**src/design/afd_pkg.sv**
```systemverilog
// shared types, constants and tables for the anchor-free detection decode unit
// no dependencies; used by every module of the block

package afd_pkg;

   // default values for the top level parameters
   localparam int MAX_CLASSES_DEF          = 128;
   localparam int SMALLEST_STRIDE_LOG2_DEF = 3;
   localparam int NUM_LEVELS_DEF           = 3;

   // fixed storage widths, sized for the full parameter range
   localparam int FIDX_W   = 9;   // up to 5 + 256 fields per row
   localparam int CLS_W    = 8;   // class index up to 255
   localparam int GRID_W   = 10;  // grid column and row, 0..1023
   localparam int LVL_W    = 2;   // up to four stride levels
   localparam int SCORE_W  = 16;
   localparam int CENTER_W = 22;  // q5.10 offset plus cell * 1024

   // field positions within one row
   localparam logic [FIDX_W-1:0] FIELD_CX   = 9'd0;
   localparam logic [FIDX_W-1:0] FIELD_CY   = 9'd1;
   localparam logic [FIDX_W-1:0] FIELD_LW   = 9'd2;
   localparam logic [FIDX_W-1:0] FIELD_LH   = 9'd3;
   localparam logic [FIDX_W-1:0] FIELD_OBJ  = 9'd4;
   localparam logic [FIDX_W-1:0] FIELD_CLS0 = 9'd5;

   localparam logic signed [15:0] LOG2E_Q14   = 16'sd23637;
   localparam logic [16:0]        CONF_MAX    = 17'd65536;
   localparam logic [18:0]        SIZE_MAX_Q4 = 19'h7FFFF;
   localparam int                 POS_MAX_Q4  = 524287;
   localparam int                 POS_MIN_Q4  = -524288;

   // configuration register indexes
   typedef enum logic [1:0] {
      CSR_NUM_CLASSES     = 2'd0,
      CSR_SCORE_THRESHOLD = 2'd1,
      CSR_FRAME_ROWS      = 2'd2,
      CSR_FRAME_COLS      = 2'd3
   } csr_index_type;

   localparam logic [7:0]  NUM_CLASSES_RST = 8'd80;
   localparam logic [16:0] THRESHOLD_RST   = 17'd19661;
   localparam logic [12:0] FRAME_ROWS_RST  = 13'd640;
   localparam logic [12:0] FRAME_COLS_RST  = 13'd640;

   // one finished row, handed from the accumulator to the decode pipeline
   typedef struct packed {
      logic [SCORE_W-1:0] cx;
      logic [SCORE_W-1:0] cy;
      logic [SCORE_W-1:0] lw;
      logic [SCORE_W-1:0] lh;
      logic [SCORE_W-1:0] obj;
      logic [SCORE_W-1:0] best;
      logic [CLS_W-1:0]   cls;
      logic [GRID_W-1:0]  col;
      logic [GRID_W-1:0]  row;
      logic [LVL_W-1:0]   lvl;
   } row_tok_type;

   // decoded box
   typedef struct packed {
      logic [16:0] conf;
      logic [6:0]  label;
      logic [18:0] height;
      logic [18:0] width;
      logic [19:0] top;
      logic [19:0] left;
   } box_type;

   // pipeline status from the decode pipeline
   typedef struct packed {
      logic mul_rdy;
      logic mant_vld;
   } dec_stat_type;

   // 2^(i/16) in q16, entries 0..16
   function automatic logic [17:0] pow2_frac(input logic [4:0] i);
      logic [17:0] r;
      case (i)
         5'd0:    r = 18'd65536;
         5'd1:    r = 18'd68438;
         5'd2:    r = 18'd71468;
         5'd3:    r = 18'd74632;
         5'd4:    r = 18'd77936;
         5'd5:    r = 18'd81386;
         5'd6:    r = 18'd84990;
         5'd7:    r = 18'd88752;
         5'd8:    r = 18'd92682;
         5'd9:    r = 18'd96785;
         5'd10:   r = 18'd101070;
         5'd11:   r = 18'd105545;
         5'd12:   r = 18'd110218;
         5'd13:   r = 18'd115098;
         5'd14:   r = 18'd120194;
         5'd15:   r = 18'd125515;
         default: r = 18'd131072;
      endcase
      return r;
   endfunction

   // grid size of one level, clamped to 1..1024
   function automatic logic [10:0] grid_dim(input logic [12:0] frame, input logic [3:0] s);
      logic [12:0] d;
      d = frame >> s;
      if (d == 13'd0) begin
         return 11'd1;
      end
      if (d > 13'd1024) begin
         return 11'd1024;
      end
      return 11'(d);
   endfunction

endpackage

```
**src/design/afd_accum.sv**
```systemverilog
// row accumulator: keeps box terms, objectness and class argmax, steps the grid
// uses afd_pkg; emits one row_tok_type word per finished row

module afd_accum #(
   parameter int MAX_CLASSES          = afd_pkg::MAX_CLASSES_DEF,
   parameter int SMALLEST_STRIDE_LOG2 = afd_pkg::SMALLEST_STRIDE_LOG2_DEF,
   parameter int NUM_LEVELS           = afd_pkg::NUM_LEVELS_DEF
) (
   input  logic                       clock,
   input  logic                       reset,
   input  logic [7:0]                 num_classes,
   input  logic [12:0]                frame_rows,
   input  logic [12:0]                frame_cols,
   input  logic                       accept,
   input  logic [afd_pkg::SCORE_W-1:0] score,
   input  logic                       frame_start,
   input  logic                       tok_take,
   output afd_pkg::row_tok_type       tok,
   output logic                       tok_vld
);

   logic [afd_pkg::FIDX_W-1:0]  field_ff, field_in;
   logic [afd_pkg::GRID_W-1:0]  col_ff, col_in, row_ff, row_in;
   logic [afd_pkg::LVL_W-1:0]   lvl_ff, lvl_in;
   logic [afd_pkg::SCORE_W-1:0] cx_ff, cx_in, cy_ff, cy_in, lw_ff, lw_in, lh_ff, lh_in;
   logic [afd_pkg::SCORE_W-1:0] obj_ff, obj_in, best_ff, best_in;
   logic [afd_pkg::CLS_W-1:0]   cls_ff, cls_in;
   logic                        tok_vld_ff, tok_vld_in;
   afd_pkg::row_tok_type        tok_ff, tok_in;

   logic [afd_pkg::FIDX_W-1:0]  fi, last;
   logic [8:0]                  nc;
   logic [afd_pkg::GRID_W-1:0]  col_cur, row_cur;
   logic [afd_pkg::LVL_W-1:0]   lvl_cur;
   logic [3:0]                  s;
   logic [10:0]                 col_nxt, row_nxt, dim_c, dim_r;
   logic                        row_end;

   always_comb begin
      nc = {1'b0, num_classes};
      if (nc == 9'd0) begin
         nc = 9'd1;
      end
      if (nc > 9'(MAX_CLASSES)) begin
         nc = 9'(MAX_CLASSES);
      end
      last = nc + (afd_pkg::FIELD_CLS0 - 9'd1);

      // frame start restarts the row and the grid walk before this word
      fi      = frame_start ? '0 : field_ff;
      col_cur = frame_start ? '0 : col_ff;
      row_cur = frame_start ? '0 : row_ff;
      lvl_cur = frame_start ? '0 : lvl_ff;
      if (fi > last) begin
         fi = '0;
      end

      cx_in   = cx_ff;
      cy_in   = cy_ff;
      lw_in   = lw_ff;
      lh_in   = lh_ff;
      obj_in  = obj_ff;
      best_in = best_ff;
      cls_in  = cls_ff;
      case (fi)
         afd_pkg::FIELD_CX:  cx_in  = score;
         afd_pkg::FIELD_CY:  cy_in  = score;
         afd_pkg::FIELD_LW:  lw_in  = score;
         afd_pkg::FIELD_LH:  lh_in  = score;
         afd_pkg::FIELD_OBJ: obj_in = score;
         default: begin
            // strict greater keeps the first maximum
            if (fi == afd_pkg::FIELD_CLS0 || $signed(score) > $signed(best_ff)) begin
               best_in = score;
               cls_in  = afd_pkg::CLS_W'(fi - afd_pkg::FIELD_CLS0);
            end
         end
      endcase

      row_end  = (fi == last);
      field_in = row_end ? '0 : fi + 9'd1;

      s       = 4'(SMALLEST_STRIDE_LOG2) + 4'(lvl_cur);
      dim_c   = afd_pkg::grid_dim(frame_cols, s);
      dim_r   = afd_pkg::grid_dim(frame_rows, s);
      col_nxt = 11'(col_cur) + 11'd1;
      row_nxt = 11'(row_cur) + 11'd1;
      col_in  = col_cur;
      row_in  = row_cur;
      lvl_in  = lvl_cur;
      if (row_end) begin
         if (col_nxt >= dim_c) begin
            col_in = '0;
            if (row_nxt >= dim_r) begin
               row_in = '0;
               if (3'(lvl_cur) + 3'd1 >= 3'(NUM_LEVELS)) begin
                  lvl_in = '0;
               end else begin
                  lvl_in = lvl_cur + 2'd1;
               end
            end else begin
               row_in = afd_pkg::GRID_W'(row_nxt);
            end
         end else begin
            col_in = afd_pkg::GRID_W'(col_nxt);
         end
      end

      tok_in.cx   = cx_in;
      tok_in.cy   = cy_in;
      tok_in.lw   = lw_in;
      tok_in.lh   = lh_in;
      tok_in.obj  = obj_in;
      tok_in.best = best_in;
      tok_in.cls  = cls_in;
      tok_in.col  = col_cur;
      tok_in.row  = row_cur;
      tok_in.lvl  = lvl_cur;

      tok_vld_in = tok_vld_ff && !tok_take;
      if (accept && row_end) begin
         tok_vld_in = 1'b1;
      end
   end

   always_ff @(posedge clock) begin
      if (reset) begin
         field_ff   <= '0;
         col_ff     <= '0;
         row_ff     <= '0;
         lvl_ff     <= '0;
         tok_vld_ff <= 1'b0;
      end else begin
         tok_vld_ff <= tok_vld_in;
         if (accept) begin
            field_ff <= field_in;
            col_ff   <= col_in;
            row_ff   <= row_in;
            lvl_ff   <= lvl_in;
         end
      end
   end

   always_ff @(posedge clock) begin
      if (accept) begin
         cx_ff   <= cx_in;
         cy_ff   <= cy_in;
         lw_ff   <= lw_in;
         lh_ff   <= lh_in;
         obj_ff  <= obj_in;
         best_ff <= best_in;
         cls_ff  <= cls_in;
         if (row_end) begin
            tok_ff <= tok_in;
         end
      end
   end

   assign tok     = tok_ff;
   assign tok_vld = tok_vld_ff;

endmodule

```
**src/design/afd_exp_mant.sv**
```systemverilog
// exp mantissa: splits a q24 base-2 exponent into integer part and
// interpolated 2^frac mantissa in q16; uses afd_pkg::pow2_frac

module afd_exp_mant (
   input  logic signed [31:0] y,
   output logic [17:0]        mant,
   output logic signed [7:0]  ip
);

   logic [3:0]  idx;
   logic [7:0]  wgt;
   logic [17:0] lo, hi;
   logic [12:0] step;
   logic [20:0] prod;

   always_comb begin
      // y stays within 32 bits, so the top byte is floor(y / 2^24)
      ip   = y[31:24];
      idx  = y[23:20];
      wgt  = y[19:12];
      lo   = afd_pkg::pow2_frac({1'b0, idx});
      hi   = afd_pkg::pow2_frac(5'({1'b0, idx}) + 5'd1);
      step = 13'(hi - lo);
      prod = 21'(step) * 21'(wgt);
      mant = lo + 18'(prod >> 8);
   end

endmodule

```
**src/design/afd_exp_scale.sv**
```systemverilog
// exp scaling: mantissa times 2^(ip + s - 12), saturated to the 19-bit size range
// uses afd_pkg constants

module afd_exp_scale (
   input  logic [17:0]       mant,
   input  logic signed [7:0] ip,
   input  logic [3:0]        s,
   output logic [18:0]       size
);

   logic signed [9:0] e;
   logic [19:0]       up;
   logic [4:0]        nsh;

   always_comb begin
      e   = 10'(ip) + 10'(s) - 10'sd12;
      up  = 20'(mant) << e[1:0];
      nsh = 5'(-e);
      if (e >= 10'sd3) begin
         size = afd_pkg::SIZE_MAX_Q4;
      end else if (e >= 10'sd0) begin
         size = (up > 20'(afd_pkg::SIZE_MAX_Q4)) ? afd_pkg::SIZE_MAX_Q4 : 19'(up);
      end else if (e <= -10'sd18) begin
         size = '0;
      end else begin
         size = 19'(mant >> nsh);
      end
   end

endmodule

```
**src/design/afd_decode.sv**
```systemverilog
// decode pipeline: products, confidence test, exp mantissa, then box geometry
// uses afd_pkg, afd_exp_mant and afd_exp_scale

module afd_decode #(
   parameter int SMALLEST_STRIDE_LOG2 = afd_pkg::SMALLEST_STRIDE_LOG2_DEF,
   parameter int NUM_LEVELS           = afd_pkg::NUM_LEVELS_DEF
) (
   input  logic                  clock,
   input  logic                  reset,
   input  logic [16:0]           score_threshold,
   input  afd_pkg::row_tok_type  tok,
   input  logic                  tok_vld,
   input  logic                  out_rdy,
   output afd_pkg::box_type      box,
   output afd_pkg::dec_stat_type stat
);

   localparam int S_MAX  = SMALLEST_STRIDE_LOG2 + NUM_LEVELS - 1;
   localparam int CPOS_W = afd_pkg::CENTER_W + S_MAX;

   // multiply stage
   logic                               mul_vld_ff, mul_vld_in;
   logic signed [31:0]                 p_ff, p_in, yw_ff, yw_in, yh_ff, yh_in;
   logic signed [afd_pkg::CENTER_W-1:0] vx_ff, vx_in, vy_ff, vy_in;
   logic [afd_pkg::CLS_W-1:0]          mcls_ff;
   logic [afd_pkg::LVL_W-1:0]          mlvl_ff;

   // mantissa stage
   logic                     mant_vld_ff, mant_vld_in;
   logic [17:0]              mw_ff, mw_in, mh_ff, mh_in;
   logic signed [7:0]        ipw_ff, ipw_in, iph_ff, iph_in;
   logic signed [CPOS_W-1:0] px_ff, px_in, py_ff, py_in;
   logic [16:0]              conf_ff, conf_in;
   logic [afd_pkg::CLS_W-1:0] cls_ff;
   logic [3:0]               s_ff, s_in;

   logic                     mul_rdy, mant_rdy, keep;
   logic signed [15:0]       best_s, obj_s, lw_s, lh_s, cx_s, cy_s;
   logic signed [CPOS_W-1:0] wx, wy;
   logic [18:0]              w, h;
   logic signed [CPOS_W:0]   dl, dt;

   assign mant_rdy = !mant_vld_ff || out_rdy;
   assign mul_rdy  = !mul_vld_ff || mant_rdy;

   always_comb begin
      best_s = tok.best;
      obj_s  = tok.obj;
      lw_s   = tok.lw;
      lh_s   = tok.lh;
      cx_s   = tok.cx;
      cy_s   = tok.cy;
      p_in   = best_s * obj_s;
      yw_in  = lw_s * afd_pkg::LOG2E_Q14;
      yh_in  = lh_s * afd_pkg::LOG2E_Q14;
      vx_in  = afd_pkg::CENTER_W'(cx_s) + afd_pkg::CENTER_W'({tok.col, 10'd0});
      vy_in  = afd_pkg::CENTER_W'(cy_s) + afd_pkg::CENTER_W'({tok.row, 10'd0});
      mul_vld_in = mul_rdy ? tok_vld : mul_vld_ff;
   end

   always_comb begin
      // negative product gives zero, q10.20 down to q0.16 with clamp
      if (p_ff[31]) begin
         conf_in = '0;
      end else if (p_ff[31:4] > 28'(afd_pkg::CONF_MAX)) begin
         conf_in = afd_pkg::CONF_MAX;
      end else begin
         conf_in = 17'(p_ff[31:4]);
      end
      keep = conf_in >= score_threshold;
      s_in = 4'(SMALLEST_STRIDE_LOG2) + 4'(mlvl_ff);
      wx   = CPOS_W'(vx_ff);
      wy   = CPOS_W'(vy_ff);
      px_in = (wx <<< s_in) >>> 6;
      py_in = (wy <<< s_in) >>> 6;
      mant_vld_in = mant_rdy ? (mul_vld_ff && keep) : mant_vld_ff;
   end

   afd_exp_mant u_mant_w (.y(yw_ff), .mant(mw_in), .ip(ipw_in));
   afd_exp_mant u_mant_h (.y(yh_ff), .mant(mh_in), .ip(iph_in));

   always_ff @(posedge clock) begin
      if (reset) begin
         mul_vld_ff  <= 1'b0;
         mant_vld_ff <= 1'b0;
      end else begin
         mul_vld_ff  <= mul_vld_in;
         mant_vld_ff <= mant_vld_in;
      end
   end

   always_ff @(posedge clock) begin
      if (mul_rdy && tok_vld) begin
         p_ff    <= p_in;
         yw_ff   <= yw_in;
         yh_ff   <= yh_in;
         vx_ff   <= vx_in;
         vy_ff   <= vy_in;
         mcls_ff <= tok.cls;
         mlvl_ff <= tok.lvl;
      end
      if (mant_rdy && mul_vld_ff) begin
         mw_ff   <= mw_in;
         mh_ff   <= mh_in;
         ipw_ff  <= ipw_in;
         iph_ff  <= iph_in;
         px_ff   <= px_in;
         py_ff   <= py_in;
         conf_ff <= conf_in;
         cls_ff  <= mcls_ff;
         s_ff    <= s_in;
      end
   end

   afd_exp_scale u_scale_w (.mant(mw_ff), .ip(ipw_ff), .s(s_ff), .size(w));
   afd_exp_scale u_scale_h (.mant(mh_ff), .ip(iph_ff), .s(s_ff), .size(h));

   always_comb begin
      dl = (CPOS_W+1)'(px_ff) - (CPOS_W+1)'(w[18:1]);
      dt = (CPOS_W+1)'(py_ff) - (CPOS_W+1)'(h[18:1]);
      if (dl > (CPOS_W+1)'(afd_pkg::POS_MAX_Q4)) begin
         box.left = 20'(afd_pkg::POS_MAX_Q4);
      end else if (dl < (CPOS_W+1)'(afd_pkg::POS_MIN_Q4)) begin
         box.left = 20'(afd_pkg::POS_MIN_Q4);
      end else begin
         box.left = 20'(dl);
      end
      if (dt > (CPOS_W+1)'(afd_pkg::POS_MAX_Q4)) begin
         box.top = 20'(afd_pkg::POS_MAX_Q4);
      end else if (dt < (CPOS_W+1)'(afd_pkg::POS_MIN_Q4)) begin
         box.top = 20'(afd_pkg::POS_MIN_Q4);
      end else begin
         box.top = 20'(dt);
      end
      box.width  = w;
      box.height = h;
      box.label  = 7'(cls_ff);
      box.conf   = conf_ff;
   end

   assign stat.mul_rdy  = mul_rdy;
   assign stat.mant_vld = mant_vld_ff;

endmodule

```
**src/design/anchor_free_detection_decode_unit.sv**
```systemverilog
// top level of the anchor-free detection head decoder
// uses afd_pkg, afd_accum, afd_decode
//
//   channel | dir | handshake          | payload
//   req_    | in  | tvalid/tready      | tdata: score_value q5.10, tuser: frame_start
//   rsp_    | out | tvalid/tready      | tdata: left, top, width, height, label, confidence
//   csr_    | in  | wr_en, no wait     | addr selects register, wr_data
//
// one head word is taken per cycle while the result side keeps up
// a box passes from the last word of its row through the row register, multiply
// stage, mantissa stage and output register
// rows below threshold drop out at the mantissa stage and never reach the output
// a stall on rsp_tready backs up through the stages and then drops req_tready
// synchronous reset returns registers to defaults and the grid walk to level 0

module anchor_free_detection_decode_unit #(
   parameter int MAX_CLASSES          = afd_pkg::MAX_CLASSES_DEF,
   parameter int SMALLEST_STRIDE_LOG2 = afd_pkg::SMALLEST_STRIDE_LOG2_DEF,
   parameter int NUM_LEVELS           = afd_pkg::NUM_LEVELS_DEF
) (
   input  logic          clock,
   input  logic          reset,
   input  logic          req_tvalid,
   output logic          req_tready,
   input  logic [15:0]   req_tdata,   // [15:0] score_value
   input  logic          req_tuser,   // [0] frame_start
   output logic          rsp_tvalid,
   input  logic          rsp_tready,
   // [19:0] box_left, [39:20] box_top, [58:40] box_width, [77:59] box_height,
   // [84:78] class_label, [101:85] confidence, [103:102] zero
   output logic [103:0]  rsp_tdata,
   input  logic          csr_wr_en,
   input  logic [1:0]    csr_addr,
   input  logic [16:0]   csr_wr_data
);

   logic [7:0]  num_classes_ff;
   logic [16:0] threshold_ff;
   logic [12:0] frame_rows_ff, frame_cols_ff;

   logic                  accept, tok_vld, out_rdy;
   afd_pkg::row_tok_type  tok;
   afd_pkg::box_type      box, box_ff;
   afd_pkg::dec_stat_type stat;
   logic                  rsp_vld_ff, rsp_vld_in;

   always_ff @(posedge clock) begin
      if (reset) begin
         num_classes_ff <= afd_pkg::NUM_CLASSES_RST;
         threshold_ff   <= afd_pkg::THRESHOLD_RST;
         frame_rows_ff  <= afd_pkg::FRAME_ROWS_RST;
         frame_cols_ff  <= afd_pkg::FRAME_COLS_RST;
      end else if (csr_wr_en) begin
         case (csr_addr)
            afd_pkg::CSR_NUM_CLASSES:     num_classes_ff <= csr_wr_data[7:0];
            afd_pkg::CSR_SCORE_THRESHOLD: threshold_ff   <= csr_wr_data;
            afd_pkg::CSR_FRAME_ROWS:      frame_rows_ff  <= csr_wr_data[12:0];
            afd_pkg::CSR_FRAME_COLS:      frame_cols_ff  <= csr_wr_data[12:0];
            default: ;
         endcase
      end
   end

   // the row register frees up whenever the multiply stage can take it
   assign req_tready = !tok_vld || stat.mul_rdy;
   assign accept     = req_tvalid && req_tready;
   assign out_rdy    = !rsp_vld_ff || rsp_tready;

   afd_accum #(
      .MAX_CLASSES(MAX_CLASSES),
      .SMALLEST_STRIDE_LOG2(SMALLEST_STRIDE_LOG2),
      .NUM_LEVELS(NUM_LEVELS)
   ) u_accum (
      .clock(clock),
      .reset(reset),
      .num_classes(num_classes_ff),
      .frame_rows(frame_rows_ff),
      .frame_cols(frame_cols_ff),
      .accept(accept),
      .score(req_tdata),
      .frame_start(req_tuser),
      .tok_take(stat.mul_rdy),
      .tok(tok),
      .tok_vld(tok_vld)
   );

   afd_decode #(
      .SMALLEST_STRIDE_LOG2(SMALLEST_STRIDE_LOG2),
      .NUM_LEVELS(NUM_LEVELS)
   ) u_decode (
      .clock(clock),
      .reset(reset),
      .score_threshold(threshold_ff),
      .tok(tok),
      .tok_vld(tok_vld),
      .out_rdy(out_rdy),
      .box(box),
      .stat(stat)
   );

   assign rsp_vld_in = out_rdy ? stat.mant_vld : rsp_vld_ff;

   always_ff @(posedge clock) begin
      if (reset) begin
         rsp_vld_ff <= 1'b0;
      end else begin
         rsp_vld_ff <= rsp_vld_in;
      end
   end

   always_ff @(posedge clock) begin
      if (out_rdy && stat.mant_vld) begin
         box_ff <= box;
      end
   end

   assign rsp_tvalid = rsp_vld_ff;
   assign rsp_tdata  = {2'b00, box_ff.conf, box_ff.label, box_ff.height, box_ff.width,
                        box_ff.top, box_ff.left};

   // a finished row waiting on the multiply stage is never lost
   a_tok_held : assert property (@(posedge clock) disable iff (reset)
      tok_vld && !stat.mul_rdy |=> tok_vld)
      else $error("row word dropped while multiply stage stalled");

   // a box waiting behind a full output register stays in the mantissa stage
   a_mant_held : assert property (@(posedge clock) disable iff (reset)
      stat.mant_vld && rsp_vld_ff && !rsp_tready |=> stat.mant_vld)
      else $error("box dropped while output stalled");

   // confidence never exceeds one in q0.16
   a_conf_range : assert property (@(posedge clock) disable iff (reset)
      rsp_vld_ff |-> box_ff.conf <= afd_pkg::CONF_MAX)
      else $error("confidence out of range");

endmodule
```
**config.mk**
```make
export PLATFORM = sky130hd
export DESIGN_NAME = anchor_free_detection_decode_unit
export DESIGN_NICKNAME = d
export VERILOG_FILES = /design/src/design/afd_pkg.sv /design/src/design/afd_accum.sv /design/src/design/afd_exp_mant.sv /design/src/design/afd_exp_scale.sv /design/src/design/afd_decode.sv /design/src/design/anchor_free_detection_decode_unit.sv
export SDC_FILE = /design/constraint.sdc
export NUM_CORES = 2
export LEC_CHECK = 0
export ABC_AREA = 1
export BUFFER_PORTS_ARGS = -buffer_cell sky130_fd_sc_hd__buf_2
export CAP_MARGIN = 20
export CORE_ASPECT_RATIO = 1.2
export CORE_MARGIN = 2
export CORE_UTILIZATION = 66
export CTS_BUF_LIST = sky130_fd_sc_hd__clkbuf_8
export DETAILED_ROUTE_END_ITERATION = 8
export MAX_ROUTING_LAYER = met4
export PLACE_DENSITY_LB_ADDON = 0.1
export SETUP_SLACK_MARGIN = 0.2
export SYNTH_ARGS = -nofsm -noshare
export SYNTH_HDL_FRONTEND = slang
export SYNTH_SLANG_ARGS = --single-unit
```
**constraint.sdc**
```tcl
create_clock -name clock -period 14.5 [get_ports clock]
set_clock_uncertainty 0.15 [all_clocks]
set_input_delay 0.725 -clock clock [delete_from_list [all_inputs] [get_ports clock]]
set_output_delay 0.725 -clock clock [all_outputs]
set_load 0.005 [all_outputs]
```
; ---- Word-level counts from Yosys, hierarchy flattened
; Memories as Yosys holds them, arrays and structs flattened. A register that Yosys moved wholly into a read port is not among the register bits.
; Cells that the tools add are included.
[totals]
register_bits = 688
mem_bits_ro = 1024
input_bits = 41
wordCells = 211
memories = 4
[mem_list]
columns = name, depth, width, rd, rd_clocked_by_memory_dff, write_ports, line
row1 = (no name shown), 16, 16, 1, 1, 0, afd_pkg.sv:79  ; case (i)
row2 = (no name shown), 16, 16, 1, 0, 0, afd_pkg.sv:79
row3 = (no name shown), 16, 16, 1, 1, 0, afd_pkg.sv:79
row4 = (no name shown), 16, 16, 1, 0, 0, afd_pkg.sv:79
[op_classes]
addsub = 25
multipliers = 5
magnitude_cmp = 22
n_eq_ne = 9
shifts = 8
muxes = 57
n_reduce_logical = 28
[ops]
columns = operator, count
row1 = 2-to-1 mux 19 bit, 8
row2 = 2-to-1 mux 16 bit, 7
row3 = 2-to-1 mux 11 bit, 8
row4 = 2-to-1 mux 10 bit, 7
row5 = "multiplier 16 x 16 -> 32 bit, second input constant", 2
row6 = "> comparator 28 x 20 -> 1 bit, second input constant", 2
row7 = "< comparator 28 x 20 -> 1 bit, second input constant", 2
row8 = <<< shifter 22 x 3 -> 27 bit, 2
row9 = adder 16 x 21 -> 22 bit, 2
row10 = subtractor 21 x 19 -> 22 bit, 2
row11 = multiplier 13 x 8 -> 21 bit, 2
row12 = "> comparator 20 x 19 -> 1 bit, second input constant", 2
row13 = 2-to-1 mux 20 bit, 2
row14 = left shift 18 x 2 -> 20 bit, 2
row15 = right shift 18 x 5 -> 19 bit, 2
row16 = adder 18 x 13 -> 18 bit, 2
row17 = 2-to-1 mux 17 bit, 2
row18 = multiplier 16 x 16 -> 32 bit, 1
row19 = 2-to-1 mux 8 bit, 4
row20 = "> comparator 28 x 17 -> 1 bit, second input constant", 1
row21 = 2-to-1 mux 9 bit, 3
row22 = "> comparator 13 x 11 -> 1 bit, second input constant", 2
row23 = logical NOT 13 bit, 2
row24 = 2-to-1 mux 13 bit, 2
row25 = 39 further kinds, 83

; ---- Depth between registers and ports, before layout
[logic_depth]
ltp_word = 12
ltp_mapped = 50

; ---- Hierarchy
; Synthesis repeated with hierarchy kept, for this count alone.
[hier_totals]
hier_cells = 8425
area_unflattened_um2 = 68409.4
[by_module_without_submodules]
columns = mod, instances, cells_each, area_each_um2, seq_area_each_um2
row1 = afd_decode, 1, 4167, 35321.4, 8027.7
row2 = afd_accum, 1, 1312, 12763.5, 7547.2
row3 = afd_exp_mant (u_decode.u_mant_w), 1, 858, 5445.2, 0.0
row4 = afd_exp_mant (u_decode.u_mant_h), 1, 833, 5405.2, 0.0
row5 = anchor_free_detection_decode_unit, 1, 419, 5170.0, 4103.9
row6 = afd_exp_scale, 2, 418, 2152.1, 0.0

; ---- Worst setup path after synthesis
; OpenSTA, ideal clock, no wires.
[synth_path]
path_type = input -> register
from = in req_tuser
to = reg u_accum.tok_ff (netlist bit u_accum.tok[0]), enable pin
setup_ns = 0.765
t_arrival_ns = 11.508
slack_ns = 2.078
path_stages = 16
n_path_buf = 2
path_cell_list = clkbuf_1 > buf_1 > nor2_1 > ha_1 > nand2_1 > o21a_1 > o21ai_1 > nand2_1 > nand2_1 > a21oi_1 > o21bai_1 > nand2_2 > nand3_1 > xor2_1 > nand3_1 > nor3_1
[synth_via]
elab_chain_cells = 5
[synth_lines]
columns = element, line
row1 = start: declaration, anchor_free_detection_decode_unit.sv:26  ; input logic req_tuser,
row2 = 2-to-1 mux 9 bit (*), afd_accum.sv:50  ; fi = frame_start ? '0 : field_ff;
row3 = > comparator 9 bit, afd_accum.sv:54  ; if (fi > last) begin
row4 = 2-to-1 mux 9 bit (*), afd_accum.sv:54
row5 = == test 9 bit (*), afd_accum.sv:80  ; row_end = (fi == last);
row6 = AND reduction 2 bit (no line) (*), -
row7 = end signal: assignment, afd_accum.sv:154  ; tok_ff <= tok_in;
row8 = end: declaration, afd_accum.sv:29  ; afd_pkg::row_tok_type tok_ff, tok_in;
; Mark *: on every way between the ends. The rest lies on a longest branch, timed or not.
; A chain may end at the register's enable or synchronous reset.

; ---- Final worst setup path
[layout_path]
from = reg u_decode.yw_ff[20]
to = reg u_decode.mw_ff[15], data pin
[layout_via]
elab_chain_cells = 6
[layout_lines]
columns = element, line
row1 = start: declaration, afd_decode.sv:23  ; logic signed [31:0] p_ff, p_in, yw_ff, yw_in, yh_ff, yh_in;
row2 = start signal: assignment, afd_decode.sv:95  ; yw_ff <= yw_in;
row3 = adder 4 x 1 -> 5 bit (*), afd_exp_mant.sv:22  ; hi = afd_pkg::pow2_frac(5'({1'b0, idx}) + 5'd1);
row4 = memory (16 x 16 bit), -
row5 = 2-to-1 mux 13 bit (*), afd_pkg.sv:79
row6 = subtractor 13 bit (*), afd_exp_mant.sv:23  ; step = 13'(hi - lo);
row7 = multiplier 13 x 8 -> 21 bit (*), afd_exp_mant.sv:24  ; prod = 21'(step) * 21'(wgt);
row8 = adder 18 x 13 -> 18 bit (*), afd_exp_mant.sv:25  ; mant = lo + 18'(prod >> 8);
row9 = net u_decode.mw_in[15], afd_decode.sv:30  ; logic [17:0] mw_ff, mw_in, mh_ff, mh_in;
row10 = end signal: assignment, afd_decode.sv:103  ; mw_ff <= mw_in;
row11 = end: declaration, afd_decode.sv:30
; The timed path passes the listed nets; every way through them passes the cells marked *.

==> impl_metrics.ini <==
[finish]
final_cell_mix = 1,421 x nand2_1, 1,417 x inv_1, 600 x ha_1
fin_area_um2 = 66900
final_common_cell = nand2_1
drive_gt1_share_pct = 6.05
fin_util_pct = 70.6
finalNetCount = 8547
fillerInstances = 7604
syn2layout_area_growth_pct = 6.45

[sta]
finalSetupViolCount = 0
post-route-period-util_pct = 67.1
slew_headroom_pct = 30.7
whs_ns = 0.0685
finalHoldViolCount = 0
max_freq_ghz = 0.103
fin_setup_tns_ns = 0
worst-slew-pin-transition_ns = 1.03
rsz0062_at_grt = no
post-route-min-period_ns = 9.73
drv_slew = 0

[worst_hold_path]
min_path_type = in2reg
hold_end = threshold_ff[11]$_SDFFE_PP1P_
hold_depth = 3
hold_start = csr_wr_data[11]

[setup_path]
critical_path_class = reg2reg
rrSetupSlack_ns = 4.77
slowest_delay_ns = 0.55
rr_endpoint = u_decode.mw_ff[15]$_DFFE_PP_
worstRegToRegCells = 44
crit_slowest_cell = xor2_1
crit_family = adder cells
crit_buf_inv = 5
reg2reg_from = u_decode.yw_ff[20]$_DFFE_PP_
end_kind = register
crit_required_ns = 14.84
cpMostUsedCell = nand2_1
crit_path_start_kind = register
cp_max_fo = 10
cp.arrival_ns = 10.07

[global_route]
grt_pass1_wl_um = 248000
gr-total-overflow = 0
grt_max_degree = 77
grt_util_all_layers_pct = 32.8
antenna_found_initial = 6
grt_pass1_vias = 48500

[synthesis]
seq_area_frac_synth_pct = 30.9
syn_area_per_cell_um2 = 8.69
synthDistinctLibCells = 66
synthArstFlopShare_pct = 0
netlist_instances = 7232
synthTopCellsByArea = edfxtp_1 27%, fa_1 18%, ha_1 12%
ys_seq_elements = 684
synth_edf_count = 572
yosysWarnings = 0
synth_ff_type = edfxtp_1
synth.top_cell.area_share_pct = 27.3
yosysTopAreaCell = edfxtp_1
syn_area_um2 = 62900

[power_and_ir_drop]
p_leak_nw = 32.8
p_per_area_nw_per_um2 = 63.7
peakVddDrop_mv = 0.0804

[drt]
avgRoutedWirePerCell_um = 17.5
wl_met1_um = 61800
ant_nets = 0
drt_iter0_drc = 3214
drt-total-wl_um = 152000
highest_layer = met4
first_pass_iters = 6
viasPerCell = 5.54
met3WireLength_um = 8310
vias = 48200
route.met2.wl_um = 76300
drcViolationCount = 0

[cts]
cts.sinks = 684
htree_num_levels = 3
clk_path_buf_depth = 3
ctsResizeCount = 0
cts_tree = done
insertion_delay_ns = 0.80
cts_made_buffers = 109
cts.clk_slew.worst_paths_ns = 0.06
clock-root-buffer = clkbuf_8
post_cts_buffers = 0
ctsHoldBuffers = 3

[die]
die_w_um = 286
pin_count = 147
dieArea_um2 = 97700
rows = 124
die_h_um = 342
core_area_um2 = 94800
start_util_pct = 66.3

[run]
max_cap_violations = 0

[place]
post_dp_cell_area_um2 = 64600
hpwl_um = 121000
gp_congestion = 0.958
portBuffers = 144

[run_status]
status = complete, no violations
[metal layers]
layer  GRT usage, %  vias to the layer above
li1               -                    23300
met1           40.4                    23100
met2           56.4                     1437
met3           3.75                      349
met4           11.6                        0
met5              -                        -
[metrics by stage]
step / cells / worst slack [ns] / total power [mW]
after CTS: 8689 / 4.86 / 4.29
final: 8698 / 4.77 / 4.26
after detailed placement: 8481 / 4.86 / 2.59
after floorplan: 7233 / 2.08 / 2.49
after global placement: 8481 / 5.00 / 2.58
after global routing: 8698 / 3.96 / 4.42
[layout make-up]
type / instances / area (µm²) / share of cell area [%]
Antenna cell: 6 / 15.0 / 0.0224
Clock buffer: 110 / 1510 / 2.26
Clock inverter: 95 / 713 / 1.07
Inverter: 1414 / 5320 / 7.95
Multi-Input combinational cell: 4953 / 37300 / 55.8
Sequential cell: 684 / 19400 / 29.0
Tap cell: 1260 / 1580 / 2.36
Timing Repair Buffer: 176 / 1010 / 1.51
[state kept, by name, summed over array words and instances, names as in the netlist, 20 cells and up]
| register | cells |
|---|---|
| u_decode.yh_ff | 20 |
| u_decode.p_ff | 28 |
| u_decode.px_ff | 21 |
| u_decode.yw_ff | 20 |
| u_decode.vx_ff | 22 |
| u_accum.tok | 125 |
| u_decode.vy_ff | 22 |
| rsp_tdata | 102 |
| u_decode.py_ff | 21 |
[worst max path at each step]
stage,cells after the start,from,slack (ns),endpoint
6_report,44,u_decode.yw_ff[20]$_DFFE_PP_,4.77,u_decode.mw_ff[15]$_DFFE_PP_
5_1_grt,44,u_decode.yw_ff[20]$_DFFE_PP_,3.96,u_decode.mw_ff[15]$_DFFE_PP_
2_1_floorplan,16,req_tuser,2.08,u_accum.tok[0]$_DFFE_PP_
4_1_cts,44,u_decode.yh_ff[20]$_DFFE_PP_,4.86,u_decode.mh_ff[14]$_DFFE_PP_
3_5_place_dp,44,u_decode.yh_ff[20]$_DFFE_PP_,4.86,u_decode.mh_ff[14]$_DFFE_PP_
3_3_place_gp,45,u_decode.yh_ff[20]$_DFFE_PP_,5.00,u_decode.mh_ff[15]$_DFFE_PP_
[worst min-delay path, delay by kind of cell]
family / cells / cell delay, ns
buffers and inverters: 1 / 0.13
AOI/OAI and AO/OA: 1 / 0.07
and+or+nand+nor: 1 / 0.06
[Yosys cell counts (31+ instances only)]
cell and count:
dfxtp_1 112, a21oi_1 349, or2_2 43, nand4_1 60
inv_1 1389, edfxtp_1 572, nand2_1 1421, o21ai_0 468
clkbuf_1 143, nand3_1 230, ha_1 600, xor2_1 177
nand2_2 31, nor3_1 50, o211ai_1 31, fa_1 568
xnor2_1 91, nor2_1 568
[logic make-up (layout without fill, tap and decap cells)]
| family | after synthesis | in the layout | share of synthesized area, % |
|---|---|---|---|
| multiplexers | 25 | 25 | 0.400 |
| adder cells (fa/ha/maj) | 1168 | 1168 | 30.0 |
| AND/OR/NAND/NOR | 2488 | 2488 | 16.4 |
| other | 2 | 9 | 0.0119 |
| buffers and inverters | 1596 | 1795 | 9.72 |
| XOR/XNOR | 270 | 270 | 3.79 |
| AO/OA/AOI/OAI | 999 | 999 | 8.71 |
| flip-flops | 684 | 684 | 30.9 |
[power by group]
group	total (mW)	internal, mW	switching [mW]	leakage, nW
sequential	2.18	2.17	0.0128	6.20
combinational	0.373	0.136	0.236	25.3
clock	1.71	0.869	0.837	1.24
No activity file was read; power rests on OpenSTA's default activity.
